### config.mk
export PLATFORM = sky130hd
export DESIGN_NAME = dph_core
export DESIGN_NICKNAME = d
export VERILOG_FILES = /design/src/hw/rtl/drive_pid_with_heading_hold_assert.svh /design/src/hw/rtl/dph_pkg.sv /design/src/hw/rtl/dph_core.sv
export SDC_FILE = /design/constraint.sdc
export NUM_CORES = 1
export LEC_CHECK = 0
export ABC_CLOCK_PERIOD_IN_PS = 12800
export BUFFER_PORTS_ARGS = -buffer_cell sky130_fd_sc_hd__buf_2
export CAP_MARGIN = 40
export CORE_MARGIN = 2
export CORE_UTILIZATION = 30
export DETAILED_ROUTE_END_ITERATION = 6
export PLACE_DENSITY_LB_ADDON = 0.2
export SLEW_MARGIN = 5
export SYNTH_ARGS = -nofsm -noshare
export SYNTH_HDL_FRONTEND = slang
export SYNTH_SLANG_ARGS = --single-unit
export TNS_END_PERCENT = 100
### constraint.sdc
create_clock -name aclk -period 12.8 [get_ports aclk]
set_clock_uncertainty 0.15 [all_clocks]
set_input_delay 0 -clock aclk [delete_from_list [all_inputs] [get_ports aclk]]
set_output_delay 0 -clock aclk [all_outputs]
set_load 0.03 [all_outputs]
### src/hw/rtl/drive_pid_with_heading_hold_assert.svh
// Assertion macros for the drive PID with heading hold block.
`ifndef DRIVE_PID_WITH_HEADING_HOLD_ASSERT_SVH
`define DRIVE_PID_WITH_HEADING_HOLD_ASSERT_SVH

// Same-cycle implication, disabled while reset is asserted.
`define DPH_ASSERT_IMPLIES(lbl, clk, rstn, ante, cons, msg) \
    lbl: assert property (@(posedge clk) disable iff (!rstn) (ante) |-> (cons)) \
        else $error(msg);

// Signed value must sit inside a closed range whenever en is high.
`define DPH_ASSERT_RANGE(lbl, clk, rstn, en, val, lo, hi, msg) \
    lbl: assert property (@(posedge clk) disable iff (!rstn) \
        (en) |-> (((val) >= (lo)) && ((val) <= (hi)))) else $error(msg);

`endif

### src/hw/rtl/dph_pkg.sv
// Shared types, constants and the heading wrap function of the drive PID block.
`default_nettype none
package dph_pkg;

    localparam int SUM_W      = 40;
    localparam int DRIVE_W    = 18;
    localparam int TURN_W     = 10;
    localparam int HEAD_W     = 9;
    localparam int ROT_W      = 16;
    localparam int GOAL_W     = 24;
    localparam int CFG_IDX_W  = 3;
    localparam int CFG_DATA_W = 24;

    localparam int DEG_FULL    = 360;
    localparam int DEG_HALF    = 180;
    // 92 * 360: lifts any 16-bit rotation to a positive value
    localparam int WRAP_OFFSET = 33120;
    // ceil(2^24 / 360), exact for dividends below 74898
    localparam int WRAP_RECIP  = 46604;
    localparam int WRAP_SHIFT  = 24;

    typedef enum logic [CFG_IDX_W-1:0] {
        REG_GAIN_P       = 3'd0,
        REG_GAIN_I       = 3'd1,
        REG_GAIN_D       = 3'd2,
        REG_SPEED_LIMIT  = 3'd3,
        REG_GOAL_POS     = 3'd4,
        REG_SETTLE_BAND  = 3'd5,
        REG_SETTLE_TICKS = 3'd6
    } cfg_reg_t;

    typedef struct packed {
        logic [15:0]       gain_p;
        logic [15:0]       gain_i;
        logic [15:0]       gain_d;
        logic [6:0]        speed_limit;
        logic [GOAL_W-1:0] goal_position;
        logic [15:0]       settle_band;
        logic [7:0]        settle_ticks;
    } cfg_t;

    localparam cfg_t CFG_RESET = '{
        gain_p:        16'd768,
        gain_i:        16'd0,
        gain_d:        16'd6400,
        speed_limit:   7'd110,
        goal_position: 24'd0,
        settle_band:   16'd100,
        settle_ticks:  8'd10
    };

    // What the result of one tick carries
    typedef enum logic [1:0] {
        MODE_ZERO,
        MODE_DRIVE,
        MODE_DONE
    } mode_t;

    // Wrap a signed whole-degree rotation to 0..359
    function automatic logic [HEAD_W-1:0] wrap_deg(input logic [ROT_W-1:0] rot);
        logic [16:0] u;
        logic [32:0] prod;
        logic [8:0]  q;
        logic [16:0] qm;
        logic [16:0] r;
        u    = {rot[ROT_W-1], rot} + 17'(WRAP_OFFSET);
        prod = 33'(u) * 33'(WRAP_RECIP);
        q    = prod[WRAP_SHIFT+8:WRAP_SHIFT];
        qm   = 17'(q) * 17'(DEG_FULL);
        r    = u - qm;
        return r[HEAD_W-1:0];
    endfunction

endpackage
`default_nettype wire

### src/hw/rtl/dph_core.sv
// Controller state stage: error, integral, settle and hold logic, heading difference.
`default_nettype none
module dph_core #(
    parameter int POS_WIDTH  = 24,
    parameter int HOLD_TICKS = 2
) (
    input  wire logic                          aclk,
    input  wire logic                          aresetn,
    input  var  dph_pkg::cfg_t                 cfg,
    input  wire logic                          in_valid,
    output logic                               in_ready,
    input  wire logic                          in_start,
    input  wire logic [POS_WIDTH-1:0]          in_pos,
    input  wire logic [dph_pkg::ROT_W-1:0]     in_rot,
    output logic                               out_valid,
    input  wire logic                          out_ready,
    output dph_pkg::mode_t                     out_mode,
    output logic signed [POS_WIDTH:0]          out_err,
    output logic signed [POS_WIDTH+1:0]        out_deriv,
    output logic signed [dph_pkg::SUM_W-1:0]   out_sum,
    output logic signed [dph_pkg::TURN_W-1:0]  out_turn
);

    localparam int EW = POS_WIDTH + 1;
    localparam int DW = POS_WIDTH + 2;
    localparam int SW = dph_pkg::SUM_W;
    localparam int HW = (HOLD_TICKS > 0) ? $clog2(HOLD_TICKS + 1) : 1;
    localparam int TW = dph_pkg::TURN_W;
    localparam logic [HW-1:0] HOLD_LIM = HW'(HOLD_TICKS);
    localparam logic signed [SW-1:0] SUM_MAX = {1'b0, {(SW-1){1'b1}}};
    localparam logic signed [SW-1:0] SUM_MIN = {1'b1, {(SW-1){1'b0}}};

    // Controller state
    logic signed [EW-1:0]           last_err_reg, last_err_next;
    logic signed [SW-1:0]           sum_reg, sum_next;
    logic [dph_pkg::HEAD_W-1:0]     head_reg, head_next;
    logic [HW-1:0]                  hold_reg, hold_next;
    logic [7:0]                     settled_reg, settled_next;
    logic                           running_reg, running_next;

    // Stage output
    logic                           valid_reg, valid_next;
    dph_pkg::mode_t                 mode_reg, mode_next;
    logic signed [DW-1:0]           deriv_reg, deriv_next;
    logic signed [TW-1:0]           turn_reg, turn_next;

    logic                           fire;
    logic                           run;
    logic [dph_pkg::HEAD_W-1:0]     cur;
    logic [dph_pkg::HEAD_W-1:0]     goal_head;
    logic signed [EW-1:0]           last_eff;
    logic signed [SW-1:0]           sum_eff;
    logic [HW-1:0]                  hold_eff;
    logic [7:0]                     settled_eff;
    logic [7:0]                     settled_upd;
    logic [POS_WIDTH-1:0]           goal_w;
    logic signed [EW-1:0]           err;
    logic signed [DW-1:0]           deriv;
    logic signed [SW:0]             sum_wide;
    logic signed [SW-1:0]           sum_sat;
    logic [EW-1:0]                  mag;
    logic                           in_band;
    logic signed [TW-1:0]           diff;
    logic signed [TW-1:0]           turn;

    assign in_ready = !valid_reg || out_ready;
    assign fire     = in_valid && in_ready;

    always_comb begin
        cur         = dph_pkg::wrap_deg(in_rot);
        run         = in_start || running_reg;
        last_eff    = in_start ? '0 : last_err_reg;
        sum_eff     = in_start ? '0 : sum_reg;
        hold_eff    = in_start ? '0 : hold_reg;
        settled_eff = in_start ? '0 : settled_reg;
        goal_head   = in_start ? cur : head_reg;

        // Goal register is zero-extended or cut to the position width
        goal_w   = POS_WIDTH'(cfg.goal_position);
        err      = $signed({goal_w[POS_WIDTH-1], goal_w})
                 - $signed({in_pos[POS_WIDTH-1], in_pos});
        deriv    = $signed({err[EW-1], err}) - $signed({last_eff[EW-1], last_eff});

        sum_wide = $signed({sum_eff[SW-1], sum_eff})
                 + $signed({{(SW+1-EW){err[EW-1]}}, err});
        if (sum_wide[SW] != sum_wide[SW-1]) begin
            sum_sat = sum_wide[SW] ? SUM_MIN : SUM_MAX;
        end else begin
            sum_sat = sum_wide[SW-1:0];
        end

        mag     = err[EW-1] ? EW'(-err) : EW'(err);
        in_band = mag < EW'(cfg.settle_band);

        // Shortest signed angle toward the latched heading
        diff = $signed({1'b0, goal_head}) - $signed({1'b0, cur});
        if (diff > TW'(dph_pkg::DEG_HALF)) begin
            turn = diff - TW'(dph_pkg::DEG_FULL);
        end else if (diff < -TW'(dph_pkg::DEG_HALF)) begin
            turn = diff + TW'(dph_pkg::DEG_FULL);
        end else begin
            turn = diff;
        end

        settled_upd = '0;
        if (in_band) begin
            settled_upd = (settled_eff == 8'hFF) ? settled_eff : settled_eff + 8'd1;
        end

        last_err_next = last_err_reg;
        sum_next      = sum_reg;
        head_next     = head_reg;
        hold_next     = hold_reg;
        settled_next  = settled_reg;
        running_next  = running_reg;
        mode_next     = mode_reg;
        deriv_next    = deriv_reg;
        turn_next     = turn_reg;
        valid_next    = valid_reg;

        if (out_ready) begin
            valid_next = 1'b0;
        end

        if (fire) begin
            valid_next = 1'b1;
            deriv_next = deriv;
            turn_next  = turn;
            mode_next  = dph_pkg::MODE_ZERO;
            if (run) begin
                last_err_next = err;
                sum_next      = (cfg.gain_i != 16'd0) ? sum_sat : sum_eff;
                head_next     = goal_head;
                running_next  = 1'b1;
                if (hold_eff < HOLD_LIM) begin
                    hold_next    = hold_eff + HW'(1);
                    settled_next = settled_eff;
                end else begin
                    hold_next    = hold_eff;
                    settled_next = settled_upd;
                    if (settled_upd > cfg.settle_ticks) begin
                        running_next = 1'b0;
                        mode_next    = dph_pkg::MODE_DONE;
                    end else begin
                        mode_next    = dph_pkg::MODE_DRIVE;
                    end
                end
            end
        end
    end

    always_ff @(posedge aclk) begin
        if (!aresetn) begin
            last_err_reg <= '0;
            sum_reg      <= '0;
            head_reg     <= '0;
            hold_reg     <= '0;
            settled_reg  <= '0;
            running_reg  <= 1'b0;
            valid_reg    <= 1'b0;
            mode_reg     <= dph_pkg::MODE_ZERO;
        end else begin
            last_err_reg <= last_err_next;
            sum_reg      <= sum_next;
            head_reg     <= head_next;
            hold_reg     <= hold_next;
            settled_reg  <= settled_next;
            running_reg  <= running_next;
            valid_reg    <= valid_next;
            mode_reg     <= mode_next;
        end
    end

    always_ff @(posedge aclk) begin
        deriv_reg <= deriv_next;
        turn_reg  <= turn_next;
    end

    // Error and integral of a running tick's transaction are the freshly written state
    assign out_valid = valid_reg;
    assign out_mode  = mode_reg;
    assign out_err   = last_err_reg;
    assign out_sum   = sum_reg;
    assign out_deriv = deriv_reg;
    assign out_turn  = turn_reg;

endmodule
`default_nettype wire

==> impl_metrics.py <==
metrics = {
    "critical_path": {
        "crit_path_max_fanout": 9,
        "cp.required_ns": 12.81,
        "cp-end-kind": "flip-flop",
        "crit_type": "primary input to flip-flop",
        "rr_endpoint": "out_sum[29]$_SDFFE_PN0P_",
        "slowest_delay_ns": 0.53,
        "cp_slowest_cell": "fa_1",
        "reg2reg_slack_ns": 7.81,
        "cp-start-kind": "primary input",
        "worstRegToRegCells": 16,
        "crit_start": "in_rot[5]",
        "worstPathArrival_ns": 10.12,
        "r2r_start": "out_sum[0]$_SDFFE_PN0P_",
        "critPathMostFrequentCell": "xnor2_1",
    },
    "global_routing": {
        "track_usage_pct": 17.5,
        "antenna_found_initial": 0,
        "first_global_vias": 14200,
        "grt_pass1_wl_um": 75400,
        "grt_max_degree": 57,
        "grt_remaining_overflow": 0,
    },
    "cts": {
        "cts_buffer_depth": 2,
        "post_cts_resized": 0,
        "htree_levels": 4,
        "clk_pin_slew_ns": 0.06,
        "postCtsSetupRepairBufs": 0,
        "clk_latency_ns": 0.44,
        "cts_root_buffer": "clkbuf_16",
        "clock_sinks": 124,
        "cts_tree": "yes",
        "cts_made_buffers": 17,
    },
    "detailed_routing": {
        "wl_um": 47900,
        "dr.pass1.iters": 5,
        "vias": 14300,
        "vias_per_cell": 5.06,
        "ant_nets": 0,
        "drc_errors": 0,
        "first_iter_violations": 511,
        "wl_per_cell_um": 16.9,
    },
    "floorplan": {
        "io_pins": 253,
        "die-area_um2": 54900,
        "coreArea_um2": 52600,
        "chipHeight_um": 234,
        "rows": 84,
        "start_util_pct": 30.3,
        "die_w_um": 234,
    },
    "cells_and_area": {
        "layout-drive-gt1-share_pct": 15.0,
        "n_antenna_cell": 0,
        "nFillCells": 5508,
        "largest_reg_flops": 40,
        "area_delta_synth_final_pct": 16.1,
        "final_cell_area_um2": 18500,
        "fin_nets": 2574,
    },
    "place": {
        "io_buffers": 213,
        "dp_hpwl_um": 38500,
        "gp_congestion": 0.868,
        "dp_slack_ns": 2.12,
        "placed_area_um2": 17900,
    },
    "min_path": {
        "hold_path_depth": 4,
        "min_from": "in_pos[0]",
        "hold-path-endpoint": "out_err[0]$_SDFFE_PN0P_",
        "hold_class": "primary input to flip-flop",
    },
    "run_status": {
        "outcome": "completed",
    },
    "synth": {
        "synth_nets": 2373,
        "yosys.area.top_type": "ha_1",
        "syn_avg_cell_area_um2": 8.25,
        "async_flop_share_pct": 0,
        "synth_cells": 1928,
        "ys_seq_area_share_pct": 17.9,
        "synth_cell_types": 91,
        "yosys_most_used_dff": "dfxtp_1",
        "synth.area.top_cells": "ha_1 (19%), dfxtp_1 (11%), fa_1 (7.7%)",
        "mappedNetlistArea_um2": 15900,
        "yosysWarnings": 0,
        "synth_edf_count": 36,
        "synth.top_cell.area_share_pct": 18.6,
        "ys_ff_latch": 124,
    },
    "sta": {
        "maxSlewViolCount": 0,
        "finalSetupViolations": 0,
        "finalSetupTns_ns": 0,
        "final_hold_viol_count": 0,
        "worstMarginPinSlew_ns": 0.851,
        "rsz0062_at_grt": "no",
        "fmax_mhz": 99.0,
        "fin_ws_ns": 2.70,
        "max-slew-margin-rel_pct": 42.9,
        "timing.final.crit_period_ns": 10.10,
        "period_share_pct": 78.9,
    },
    "run": {
        "drv_cap": 0,
    },
}
## per-layer routing
| metal | track usage [%] | vias to the layer above | routed length (µm) |
|---|---|---|---|
| li1 | - | 7211 | - |
| met1 | 22.1 | 6756 | 21900 |
| met2 | 30.9 | 303 | 22900 |
| met3 | 2.85 | 40 | 2220 |
| met4 | 4.25 | 0 | 752 |
| met5 | 0 | - | 0 |
## cell usage after synthesis (8+ instances only)
cell        n
a211oi_1   21
a21boi_0   34
a21o_1     59
a21oi_1    96
a22o_1     26
a31oi_1    13
and2_1     15
and3_1     11
buf_1       8
clkbuf_1   44
dfxtp_1    88
edfxtp_1   36
fa_1       61
ha_1      236
inv_1     236
nand2_1   143
nand2b_1   50
nand3_1    48
nand4_1    18
nor2_1     96
nor2b_1    62
nor3_1     31
nor3b_1     8
nor4_1     14
o211a_1    11
o211ai_1   12
o21a_1     18
o21ai_0   116
o21ai_1    10
o21bai_1   11
o31ai_1     8
or3_1       9
xnor2_1    76
xor2_1     60
## worst max path at each step
stage | endpoint | slack [ns] | depth (start not counted)
2_1_floorplan | out_turn[6]$_DFFE_PP_ | 3.42 | 38
3_3_place_gp | out_turn[6]$_DFFE_PP_ | 2.25 | 44
3_5_place_dp | out_turn[6]$_DFFE_PP_ | 2.12 | 44
4_1_cts | out_turn[6]$_DFFE_PP_ | 2.59 | 44
5_1_grt | out_turn[8]$_DFFE_PP_ | 1.80 | 44
6_report | out_turn[6]$_DFFE_PP_ | 2.70 | 44
## layout make-up
| type | instances | area (µm²) | area share [%] |
|---|---|---|---|
| multi-input combinational | 1509 | 12000 | 64.9 |
| sequential | 124 | 2840 | 15.4 |
| timing repair buffer | 238 | 1310 | 7.10 |
| inverter | 239 | 897 | 4.86 |
| tap | 688 | 861 | 4.66 |
| clock buffer | 17 | 425 | 2.30 |
| clock inverter | 15 | 154 | 0.833 |
## cell families after synthesis
family                   Yosys count  synth area share [%]
multiplexers                      11                 0.731
flip-flops                       124                  17.9
adder cells (fa/ha/maj)          297                  26.2
XOR/XNOR                         137                  7.59
AND/OR/NAND/NOR                  538                  17.4
AO/OA/AOI/OAI                    526                  23.2
buffers and inverters            295                  7.02
## what timing repair did
item,4_1_cts,5_1_grt
hold buffers,3,0
endpoints found under the setup margin,0,0
endpoints found under the hold margin,3,0
## per-stage QoR
stage,utilization [%],hold slack [ns],std cells
floorplan,-,-0.0111,1928
global placement,33.9,0.107,2792
detailed placement,34.0,0.129,2795
CTS,35.2,0.0104,2830
global route,35.2,0.0425,2830
finish,35.2,0.00718,2830
## critical path, delay by kind of cell
family	cells	cell delay [ns]
buffers and inverters	9	1.02
muxes	1	0.10
adders and majority gates	12	4.35
AOI/OAI and AO/OA	9	1.90
and+or+nand+nor	1	0.09
xor gates and xnor gates	12	2.64
## layout by cell type (no fill, tap or decap), types with 7 or more instances in the layout
master	Yosys	final
and2_1	15	15
nor3_1	31	31
nor2_1	96	95
and3_1	11	11
or3_1	9	9
a211oi_1	21	21
nand3_1	48	48
inv_1	236	235
a21o_1	59	59
clkbuf_16	0	17
o31ai_1	8	8
o21a_1	18	18
nand4_1	18	18
xnor2_1	76	76
a22o_1	26	26
o211a_1	11	11
a21oi_1	96	96
dfxtp_1	88	88
buf_2	2	212
fa_1	61	61
nand2b_1	50	50
a21boi_0	34	34
ha_1	236	236
nor4_1	14	14
o221a_2	7	7
o21ai_1	10	9
nand3b_1	7	7
nor3b_1	8	8
o211ai_1	12	12
nor2b_1	62	62
xor2_1	60	60
buf_4	2	20
nand2_1	143	143
edfxtp_1	36	36
o21ai_0	116	116
o21bai_1	11	11
a31oi_1	13	13
Power is left out: the tool's default activity adds up to more than one toggle a clock period on the data nets, which glitch-free logic cannot reach.
