==> config.mk <==
export PLATFORM = sky130hd
export DESIGN_NAME = dph_cfg
export DESIGN_NICKNAME = d
export VERILOG_FILES = /design/src/hw/rtl/drive_pid_with_heading_hold_assert.svh /design/src/hw/rtl/dph_pkg.sv /design/src/hw/rtl/dph_cfg.sv
export SDC_FILE = /design/constraint.sdc
export NUM_CORES = 1
export LEC_CHECK = 0
export BUFFER_PORTS_ARGS = -buffer_cell sky130_fd_sc_hd__buf_2
export CAP_MARGIN = 20
export CORE_UTILIZATION = 50
export DETAILED_ROUTE_END_ITERATION = 8
export PLACE_DENSITY = 0.8
export RECOVER_POWER = 25
export SLEW_MARGIN = 20
export SYNTH_ARGS = -nofsm -noshare
export SYNTH_HDL_FRONTEND = slang
export SYNTH_SLANG_ARGS = --single-unit
==> constraint.sdc <==
create_clock -name aclk -period 1.8 [get_ports aclk]
set_clock_uncertainty 0.05 [all_clocks]
set_input_delay 0.18 -clock aclk [delete_from_list [all_inputs] [get_ports aclk]]
set_output_delay 0.18 -clock aclk [all_outputs]
set_load 0.01 [all_outputs]
==> src/hw/rtl/drive_pid_with_heading_hold_assert.svh <==
// Assertion macros for the drive PID with heading hold block.
`ifndef DRIVE_PID_WITH_HEADING_HOLD_ASSERT_SVH
`define DRIVE_PID_WITH_HEADING_HOLD_ASSERT_SVH

// Same-cycle implication, disabled while reset is asserted.
`define DPH_ASSERT_IMPLIES(lbl, clk, rstn, ante, cons, msg) \
    lbl: assert property (@(posedge clk) disable iff (!rstn) (ante) |-> (cons)) \
        else $error(msg);

// Signed value must sit inside a closed range whenever en is high.
`define DPH_ASSERT_RANGE(lbl, clk, rstn, en, val, lo, hi, msg) \
    lbl: assert property (@(posedge clk) disable iff (!rstn) \
        (en) |-> (((val) >= (lo)) && ((val) <= (hi)))) else $error(msg);

`endif

==> src/hw/rtl/dph_pkg.sv <==
// Shared types, constants and the heading wrap function of the drive PID block.
`default_nettype none
package dph_pkg;

    localparam int SUM_W      = 40;
    localparam int DRIVE_W    = 18;
    localparam int TURN_W     = 10;
    localparam int HEAD_W     = 9;
    localparam int ROT_W      = 16;
    localparam int GOAL_W     = 24;
    localparam int CFG_IDX_W  = 3;
    localparam int CFG_DATA_W = 24;

    localparam int DEG_FULL    = 360;
    localparam int DEG_HALF    = 180;
    // 92 * 360: lifts any 16-bit rotation to a positive value
    localparam int WRAP_OFFSET = 33120;
    // ceil(2^24 / 360), exact for dividends below 74898
    localparam int WRAP_RECIP  = 46604;
    localparam int WRAP_SHIFT  = 24;

    typedef enum logic [CFG_IDX_W-1:0] {
        REG_GAIN_P       = 3'd0,
        REG_GAIN_I       = 3'd1,
        REG_GAIN_D       = 3'd2,
        REG_SPEED_LIMIT  = 3'd3,
        REG_GOAL_POS     = 3'd4,
        REG_SETTLE_BAND  = 3'd5,
        REG_SETTLE_TICKS = 3'd6
    } cfg_reg_t;

    typedef struct packed {
        logic [15:0]       gain_p;
        logic [15:0]       gain_i;
        logic [15:0]       gain_d;
        logic [6:0]        speed_limit;
        logic [GOAL_W-1:0] goal_position;
        logic [15:0]       settle_band;
        logic [7:0]        settle_ticks;
    } cfg_t;

    localparam cfg_t CFG_RESET = '{
        gain_p:        16'd768,
        gain_i:        16'd0,
        gain_d:        16'd6400,
        speed_limit:   7'd110,
        goal_position: 24'd0,
        settle_band:   16'd100,
        settle_ticks:  8'd10
    };

    // What the result of one tick carries
    typedef enum logic [1:0] {
        MODE_ZERO,
        MODE_DRIVE,
        MODE_DONE
    } mode_t;

    // Wrap a signed whole-degree rotation to 0..359
    function automatic logic [HEAD_W-1:0] wrap_deg(input logic [ROT_W-1:0] rot);
        logic [16:0] u;
        logic [32:0] prod;
        logic [8:0]  q;
        logic [16:0] qm;
        logic [16:0] r;
        u    = {rot[ROT_W-1], rot} + 17'(WRAP_OFFSET);
        prod = 33'(u) * 33'(WRAP_RECIP);
        q    = prod[WRAP_SHIFT+8:WRAP_SHIFT];
        qm   = 17'(q) * 17'(DEG_FULL);
        r    = u - qm;
        return r[HEAD_W-1:0];
    endfunction

endpackage
`default_nettype wire

==> src/hw/rtl/dph_cfg.sv <==
// Configuration register file of the drive PID block.
`default_nettype none
module dph_cfg (
    input  wire logic                           aclk,
    input  wire logic                           aresetn,
    input  wire logic                           wr_valid,
    input  wire logic [dph_pkg::CFG_IDX_W-1:0]  wr_index,
    input  wire logic [dph_pkg::CFG_DATA_W-1:0] wr_data,
    output dph_pkg::cfg_t                       cfg
);

    dph_pkg::cfg_t cfg_reg;
    dph_pkg::cfg_t cfg_next;

    always_comb begin
        cfg_next = cfg_reg;
        if (wr_valid) begin
            case (wr_index)
                dph_pkg::REG_GAIN_P:       cfg_next.gain_p        = wr_data[15:0];
                dph_pkg::REG_GAIN_I:       cfg_next.gain_i        = wr_data[15:0];
                dph_pkg::REG_GAIN_D:       cfg_next.gain_d        = wr_data[15:0];
                dph_pkg::REG_SPEED_LIMIT:  cfg_next.speed_limit   = wr_data[6:0];
                dph_pkg::REG_GOAL_POS:     cfg_next.goal_position = wr_data[23:0];
                dph_pkg::REG_SETTLE_BAND:  cfg_next.settle_band   = wr_data[15:0];
                dph_pkg::REG_SETTLE_TICKS: cfg_next.settle_ticks  = wr_data[7:0];
                default: ;  // drop writes beyond the register list
            endcase
        end
    end

    always_ff @(posedge aclk) begin
        if (!aresetn) begin
            cfg_reg <= dph_pkg::CFG_RESET;
        end else begin
            cfg_reg <= cfg_next;
        end
    end

    assign cfg = cfg_reg;

endmodule
`default_nettype wire

==> results.ini, run 1 <==
[outcome]
outcome=complete, no violations

[finish]
largest_register_ffs=103
multiInputGateArea_um2=1700
seqCellArea_um2=2060
fin_area_um2=4840
post-route-util_pct=65.6
syn2layout_area_growth_pct=24.3
fill_cells=648
antenna_cells=0
nets=538
drive_gt1_share_pct=31.0

[logic_synthesis]
yosysWarnings=0
synth_top_family_by_area=multiplexers
synth-seq-cells=103
syn_area_um2=3890
syn_inst=378
syn_nets=408
avgSynthCellArea_um2=10.3
synth_compound_area_share_pct=0
synth_cell_types=16
yosys.area_share.simple_pct=16.8
ys_seq_area_share_pct=53.0
synth_fa_ha_area_share_pct=0
synthMuxAreaShare_pct=26.5
synth_xor_area_share_pct=0

[sta]
fmax_mhz=725
slew_headroom_pct=38.8
finalSetupViolations=0
report.final.slew_viol_count=0
worstMarginPinSlew_ps=918
post-route-period-util_pct=76.6
rsz0062_at_grt=no
period_minus_slack_ps=1380
finalHoldViolCount=0
final.setup.tns_ps=0

[global_routing]
met1_usage_pct=28.7
grt_use_met2_pct=38.5
grtUsageTotal_pct=22.9
use_met3_pct=4.23
grt_pass1_wl_mm=14.8
first_global_vias=2964
overflow=0
antenna_found_initial=0
grt_max_degree=55
busiest_layer=met2

[power_and_ir_drop]
p_per_area_nw_per_um2=831
ir_drop_uv=488
leakagePower_nw=2.42
finalPower_mw=4.02

[clock_network]
numCtsBuffers=9
cts.path.max_buffers=2
ctsHoldBuffers=0
cts_root_buf=clkbuf_8
h-tree-depth=3
clock_latency_ps=350
clock_sinks=103
clkTransAtPathRegs_ps=100
post_cts_buffers=0
cts_tree=built
cts_resized=0

[placement]
gp_congestion=0.800
placed_cell_area_um2=4690
portBuffers=132
dp_hpwl_mm=6.57

[route]
first_iter_violations=133
first_pass_iters=4
post_drt_wl_per_cell_um=14.8
routed_wl_mm=9.09
antenna_left=0
viasPerCell=4.98
drc=0
via_count=3045

[floorplanning]
start_util_pct=52.8
rows=31
die_w_um=90.2
core-area_um2=7370
io-pin-count=133
die_h_um=90.2
dieArea_um2=8140

[worst_setup_path]
rr_worst_depth=2
critPathBufInv=2
start_kind=input pin
cp.required_ps=2020
worstPathArrival_ps=1600
crit_path_top_delay_cell=clkbuf_2
cp_top_family=buffers and inverters
max_stage_delay_ps=640
worst_setup_path_end_kind=register
path_depth=4
critPathKind=input pin to register
path_cells=clkbuf_1 -> and4bb_2 -> clkbuf_2 -> mux2i_1
critPathMaxFanout=24

[min_path]
whs_path_depth=3
hold_path.class=input pin to register

[job]
max_cap_viol_count=0

[synth_stat cells, drive strengths merged]
master	count	area [um^2]
nand2	112	420
dfxtp	103	2060
mux2i	103	1030
nor2b	24	150
clkbuf	15	56.3
buf	13	87.6
and4bb	2	25.0
nand4b	2	17.5
and4b	1	10.0
nand4bb	1	11.3
nor4bb	1	10.0
or4b	1	10.0
[worst min-delay path: cells and delay by family]
kind	cells	cell delay [ps]
and+or+nand+nor	1	40
buffers and inverters	1	100
muxes	1	50
[kinds of logic after synthesis]
logic type / after synthesis
buffers and inverters: 28
multiplexers: 103
AND/OR/NAND/NOR: 144
flip-flops: 103
[metrics by stage]
step	instances	setup slack, ps	hold slack (ps)
after floorplan	378	518	272
after global placement	596	408	377
after detailed placement	596	374	391
after CTS	612	698	7.78
after global routing	612	340	5.92
final	612	421	16.1
[metal layers]
metal,wire length (um),vias up
met2,4430,91
met4,191,0
met3,427,17
met1,4040,1436
li1,-,1501
met5,0,-
[power breakdown]
group          internal, mW  switching (mW)  total (mW)
clock network         0.554           0.776        1.33
registers              2.33          0.0255        2.35
logic                 0.140           0.197       0.337
total                  3.02           0.998        4.02
[cell type report]
| cell class | count | area share, % |
|---|---|---|
| timing repair buffer | 147 | 15.9 |
| sequential | 103 | 42.6 |
| clock inverter | 5 | 0.854 |
| multi-input combinational | 247 | 35.2 |
| clock buffer | 11 | 2.92 |
| tap | 99 | 2.56 |
[placed cells by master, fill, tap and decap left out, types with 2 or more instances in the layout]
master      netlist  layout
nand4b_1          2       2
clkinvlp_4        0       2
nor2b_1          24      24
buf_4             1       9
dfxtp_1         103     103
clkbuf_2          0       2
buf_2             9     130
clkbuf_1         15       6
nand2_1         112     112
inv_6             0       2
mux2i_1         103     103
clkbuf_8          0      10
[final timing paths]
kind,from,to,slack [ps]
max,wr_index[1],cfg[35],420
min,wr_data[20],cfg[44],20
max reg2reg,cfg[73],cfg[73],1100
min reg2reg,cfg[43],cfg[43],410
(Power assumes the default switching activity.)
==> inputs of run 2 (changes only) <==
--- a/config.mk
+++ b/config.mk
@@ -5,11 +5,12 @@
 export SDC_FILE = /design/constraint.sdc
 export NUM_CORES = 1
 export LEC_CHECK = 0
+export ABC_AREA = 1
 export BUFFER_PORTS_ARGS = -buffer_cell sky130_fd_sc_hd__buf_2
 export CAP_MARGIN = 20
 export CORE_UTILIZATION = 50
 export DETAILED_ROUTE_END_ITERATION = 8
-export PLACE_DENSITY = 0.8
+export PLACE_DENSITY = 0.79
 export RECOVER_POWER = 25
 export SLEW_MARGIN = 20
 export SYNTH_ARGS = -nofsm -noshare
==> constraint.sdc (replaced) <==
create_clock -name aclk -period 1.45 [get_ports aclk]
set_clock_uncertainty 0.05 [all_clocks]
set_input_delay 0.145 -clock aclk [delete_from_list [all_inputs] [get_ports aclk]]
set_output_delay 0.145 -clock aclk [all_outputs]
set_load 0.01 [all_outputs]
==> results.ini, run 2 <==
[finish]
syn2layout_area_growth_pct=24.6
mostFrequentLayoutCell=nor2_1
largest_register_ffs=103
drive_gt1_share_pct=23.3
layout_common_cells=179 x nor2_1, 129 x nand2_1, 129 x buf_2, 103 x dfxtp_1, 95 x nand3_1
antenna_cells=0
final_cells=813
nets=736
post-route-util_pct=65.3

[min_path]
whs_path_depth=4
hold_path.class=input pin to register
min-delay-start=wr_data[21]
holdPathEnd=cfg[45]

[floorplanning]
die_w_um=92.5
dieArea_um2=8550
start_util_pct=52.4
io-pin-count=133
core-area_um2=7810
rows=32
die_h_um=92.5

[worst_setup_path]
critPathKind=input pin to register
worstPathArrival_ps=1350
start_kind=input pin
ff2ff_setup_slack_ps=780
critPathMaxFanout=44
reg2reg_to=cfg[37]
rr_worst_depth=2
rr_startpoint=cfg[37]
cp.required_ps=1660
max_stage_delay_ps=440
path_cells=clkbuf_1 -> nand2_1 -> inv_2 -> clkbuf_4 -> nand3_1 -> nand2_1 -> nor2_1
worst_setup_path_end_kind=register
crit_path_top_delay_cell=clkbuf_4
crit_top_cell=nand2_1

[route]
antenna_left=0
drc=0
via_count=4089
viasPerCell=5.03
first_iter_violations=264
routed_wl_mm=11.2
post_drt_wl_per_cell_um=13.8
first_pass_iters=5

[sta]
final.setup.tns_ps=0
fmax_mhz=878
post-route-period-util_pct=78.5
period_minus_slack_ps=1140
slew_headroom_pct=50.8
finalHoldViolCount=0
hold_ws_ps=35.0
worstMarginPinSlew_ps=738
report.final.slew_viol_count=0
rsz0062_at_grt=no
finalSetupViolations=0

[logic_synthesis]
yosys_most_used_dff=dfxtp_1
post-synth-top-area-fraction_pct=50.4
synth_commonest_cells=182 x nor2_1, 129 x nand2_1, 103 x dfxtp_1, 95 x nand3_1, 19 x inv_1
syn_nets=609
syn_area_um2=4090
yosysMostFrequentCell=nor2_1
yosysWarnings=0
synth-seq-cells=103
synth-async-reset-ratio_pct=0
ys_seq_area_share_pct=50.4
syn_inst=579
ys_top_cells_by_area=dfxtp_1 50%, nor2_1 17%, nand2_1 12%
yosys.area.top_type=dfxtp_1
synth_cell_types=12
avgSynthCellArea_um2=7.07
synth-edff-count=0

[clock_network]
clock_sinks=103
post_cts_buffers=0
ctsHoldBuffers=9
cts.path.max_buffers=2
cts_resized=0
cts_tree=built
clock_latency_ps=360
cts_root_buf=clkbuf_8
h-tree-depth=3
clkTransAtPathRegs_ps=100
numCtsBuffers=9

[power_and_ir_drop]
p_per_area_nw_per_um2=1060
leakagePower_nw=2.54
finalPower_mw=5.40
ir_drop_uv=719

[global_routing]
grtUsageTotal_pct=26.5
grt_pass1_wl_mm=17.6
overflow=0
first_global_vias=3634
grt_max_degree=104
antenna_found_initial=0

[job]
max_cap_viol_count=0

[placement]
place_inst=788
gp_congestion=0.806
portBuffers=132
dp_hpwl_mm=7.56

[outcome]
outcome=complete, no violations

## run 2: cell count changes after synthesis, sizes merged, moves of 8 or more
cell	before	now
nor2b	24	0
inv	0	22
mux2i	103	0
nand3	0	95
buf	13	31
clkbuf	15	4
nand2	112	129
nand3b	0	8
nor2	0	187
## run 2: metrics by stage
step / instance area (um^2) / worst slack [ps]
after floorplan: 4090 / 489
after global placement: 4860 / 246
after detailed placement: 4860 / 189
after CTS: 5140 / 364
after global routing: 5100 / 197
final: 5100 / 311
## run 2: routing by layer
metal | GRT usage (%) | share of wire (%) | routed length, um
met1 | 33.7 | 42 | 4760
met2 | 44.9 | 47 | 5240
met3 | 5.25 | 8.8 | 982
met4 | 9.11 | 2.1 | 240
met5 | 0 | 0 | 0
## run 2: cells by family after synthesis
kind of cell	after synthesis	synth area share, %
simple gates	419	43.0
flops	103	50.4
buf+inv	57	6.66
## run 2: critical path, delay by kind of cell
family,cells,cell delay [ps]
buffers and inverters,3,700
and+or+nand+nor,4,480
## run 2: how the worst max path moves through the flow
| stage | start | to | slack, ps |
|---|---|---|---|
| detailed placement | wr_index[2] | cfg[75] | 190 |
| floorplan | wr_index[2] | cfg[4] | 490 |
| finish | wr_index[2] | cfg[33] | 310 |
| global placement | wr_index[2] | cfg[79] | 250 |
| CTS | cfg[96] | cfg[96] | 360 |
| global route | wr_index[2] | cfg[3] | 200 |
## run 2: cell type report
type / count / area (um^2)
timing repair buffer: 151 / 885
fill: 731 / 2710
clock buffer: 12 / 165
inverter: 22 / 82.6
tap: 102 / 128
multi-input combinational: 419 / 1750
sequential: 103 / 2060
clock inverter: 4 / 27.5
## run 2: report_power, final
group,internal [mW],switching (mW)
Clock,0.770,0.965
Sequential,2.93,0.0522
Combinational,0.256,0.435
Total,3.95,1.45
==> inputs of run 3 (changes only) <==
--- a/config.mk
+++ b/config.mk
@@ -5,12 +5,12 @@
 export SDC_FILE = /design/constraint.sdc
 export NUM_CORES = 1
 export LEC_CHECK = 0
-export ABC_AREA = 1
+export ABC_AREA = 0
 export BUFFER_PORTS_ARGS = -buffer_cell sky130_fd_sc_hd__buf_2
 export CAP_MARGIN = 20
 export CORE_UTILIZATION = 50
 export DETAILED_ROUTE_END_ITERATION = 8
-export PLACE_DENSITY = 0.79
+export PLACE_DENSITY = 0.8
 export RECOVER_POWER = 25
 export SLEW_MARGIN = 20
 export SYNTH_ARGS = -nofsm -noshare
==> constraint.sdc (replaced) <==
create_clock -name aclk -period 1.2 [get_ports aclk]
set_clock_uncertainty 0.05 [all_clocks]
set_input_delay 0.12 -clock aclk [delete_from_list [all_inputs] [get_ports aclk]]
set_output_delay 0.12 -clock aclk [all_outputs]
set_load 0.01 [all_outputs]
==> results.ini, run 3 (same netlist as run 1, synthesis figures left out) <==
[clock_network]
ctsHoldBuffers=12
numCtsBuffers=9
clkTransAtPathRegs_ps=100
post_cts_buffers=0
cts_resized=0
cts.path.max_buffers=2
clock_sinks=103
h-tree-depth=3
cts_tree=built
clock_latency_ps=340
cts_root_buf=clkbuf_8

[finish]
mostFrequentLayoutCell=buf_2
fin_area_um2=5150
multiInputGateArea_um2=1700
layout_common_cells=128 x buf_2, 112 x nand2_1, 103 x mux2i_1, 103 x dfxtp_1, 24 x nor2b_1
drive_gt1_share_pct=31.3
fill_cells=571
antenna_cells=0
nets=560
syn2layout_area_growth_pct=32.3
largest_register_ffs=103
seqCellArea_um2=2060

[worst_setup_path]
critPathKind=input pin to register
worst_setup_path_end_kind=register
critPathBufInv=3
critPathMaxFanout=5
start_kind=input pin
worstPathArrival_ps=1280
cp.required_ps=1420
max_stage_delay_ps=440
crit_path_top_delay_cell=and4bb_1
cp_top_family=buffers and inverters
path_cells=clkbuf_1 -> buf_12 -> and4bb_1 -> buf_4 -> mux2i_1

[placement]
place_ws_ps=-149
placed_cell_area_um2=4850
dp_hpwl_mm=6.90
gp_congestion=0.795
portBuffers=132

[floorplanning]
rows=31
io-pin-count=133
dieArea_um2=8140
die_h_um=90.2
start_util_pct=52.8
core-area_um2=7370
die_w_um=90.2

[global_routing]
antenna_found_initial=0
grt_pass1_wl_mm=15.8
grtUsageTotal_pct=24.4
overflow=0
grt_max_degree=35
first_global_vias=3213

[job]
max_cap_viol_count=0

[power_and_ir_drop]
ir_drop_uv=651
leakagePower_nw=2.57
p_comb_share_pct=9.2
pwr-share-seq_pct=54.9
power_frac_clock_pct=35.9
p_int_mw=4.94
p_switching_mw=1.49
p_sw_share_pct=23.2
p_per_area_nw_per_um2=1250

[min_path]
hold_path.class=input pin to register

[outcome]
outcome=complete, no violations

[sta]
post-route-period-util_pct=88.3
worstMarginPinSlew_ps=508
hold_ws_ps=2.59
slew_headroom_pct=66.2
finalWorstSetupSlack_ps=140
fmax_mhz=944
report.final.slew_viol_count=0
rsz0062_at_grt=no
finalHoldViolCount=0
period_minus_slack_ps=1060
finalSetupViolations=0

[route]
first_pass_iters=4
antenna_left=0
routed_wl_mm=9.65
drc=0
via_count=3130
post_drt_wl_per_cell_um=15.3
first_iter_violations=95
viasPerCell=4.94

run 3: cell type report:
type                       instances  area share [%]
sequential                       103            40.1
multi-input combinational        247            33.1
timing repair buffer             169            20.4
clock buffer                      10            2.48
tap                               99            2.41
clock inverter                     5            1.58
run 3: power groups by stage:
stage	Clock, mW	Combinational (mW)	Sequential [mW]
5_1_grt	2.52	0.635	3.54
3_5_place_dp	0	0.566	3.61
3_3_place_gp	0	0.551	3.61
2_1_floorplan	0	0.256	3.64
4_1_cts	2.36	0.598	3.53
6_report	2.31	0.589	3.53
run 3: worst paths after layout:
kind              to   startpoint  slack, ps  depth (start not counted)
max          cfg[24]  wr_index[1]        140                          5
min          cfg[67]  wr_data[12]          3                          3
max reg2reg   cfg[3]       cfg[3]        480                          2
min reg2reg  cfg[41]      cfg[41]        410                          2
run 3: metal layers:
layer / vias to the layer above / wire, um / global-route usage, % / share of wire, %
met5: - / 0 / 0 / 0
met1: 1490 / 4210 / 28.7 / 44
li1: 1543 / - / - / -
met3: 12 / 433 / 4.99 / 4.5
met4: 0 / 168 / 8.47 / 1.7
met2: 85 / 4840 / 43.9 / 50
run 3: worst reg2reg max path, cell delays in order, from the launching register on:
cell and delay [ps]:
dfxtp_1 340, nor2b_1 130, mux2i_1 90
run 3: per-stage QoR:
step	TNS [ps]	instances	power, mW	utilization (%)
2_1_floorplan	-28.1	378	3.90	-
3_3_place_gp	-3640	606	4.16	65.9
5_1_grt	0	633	6.70	69.8
4_1_cts	0	633	6.49	70.3
6_report	0	633	6.43	69.8
3_5_place_dp	-5370	606	4.18	65.9
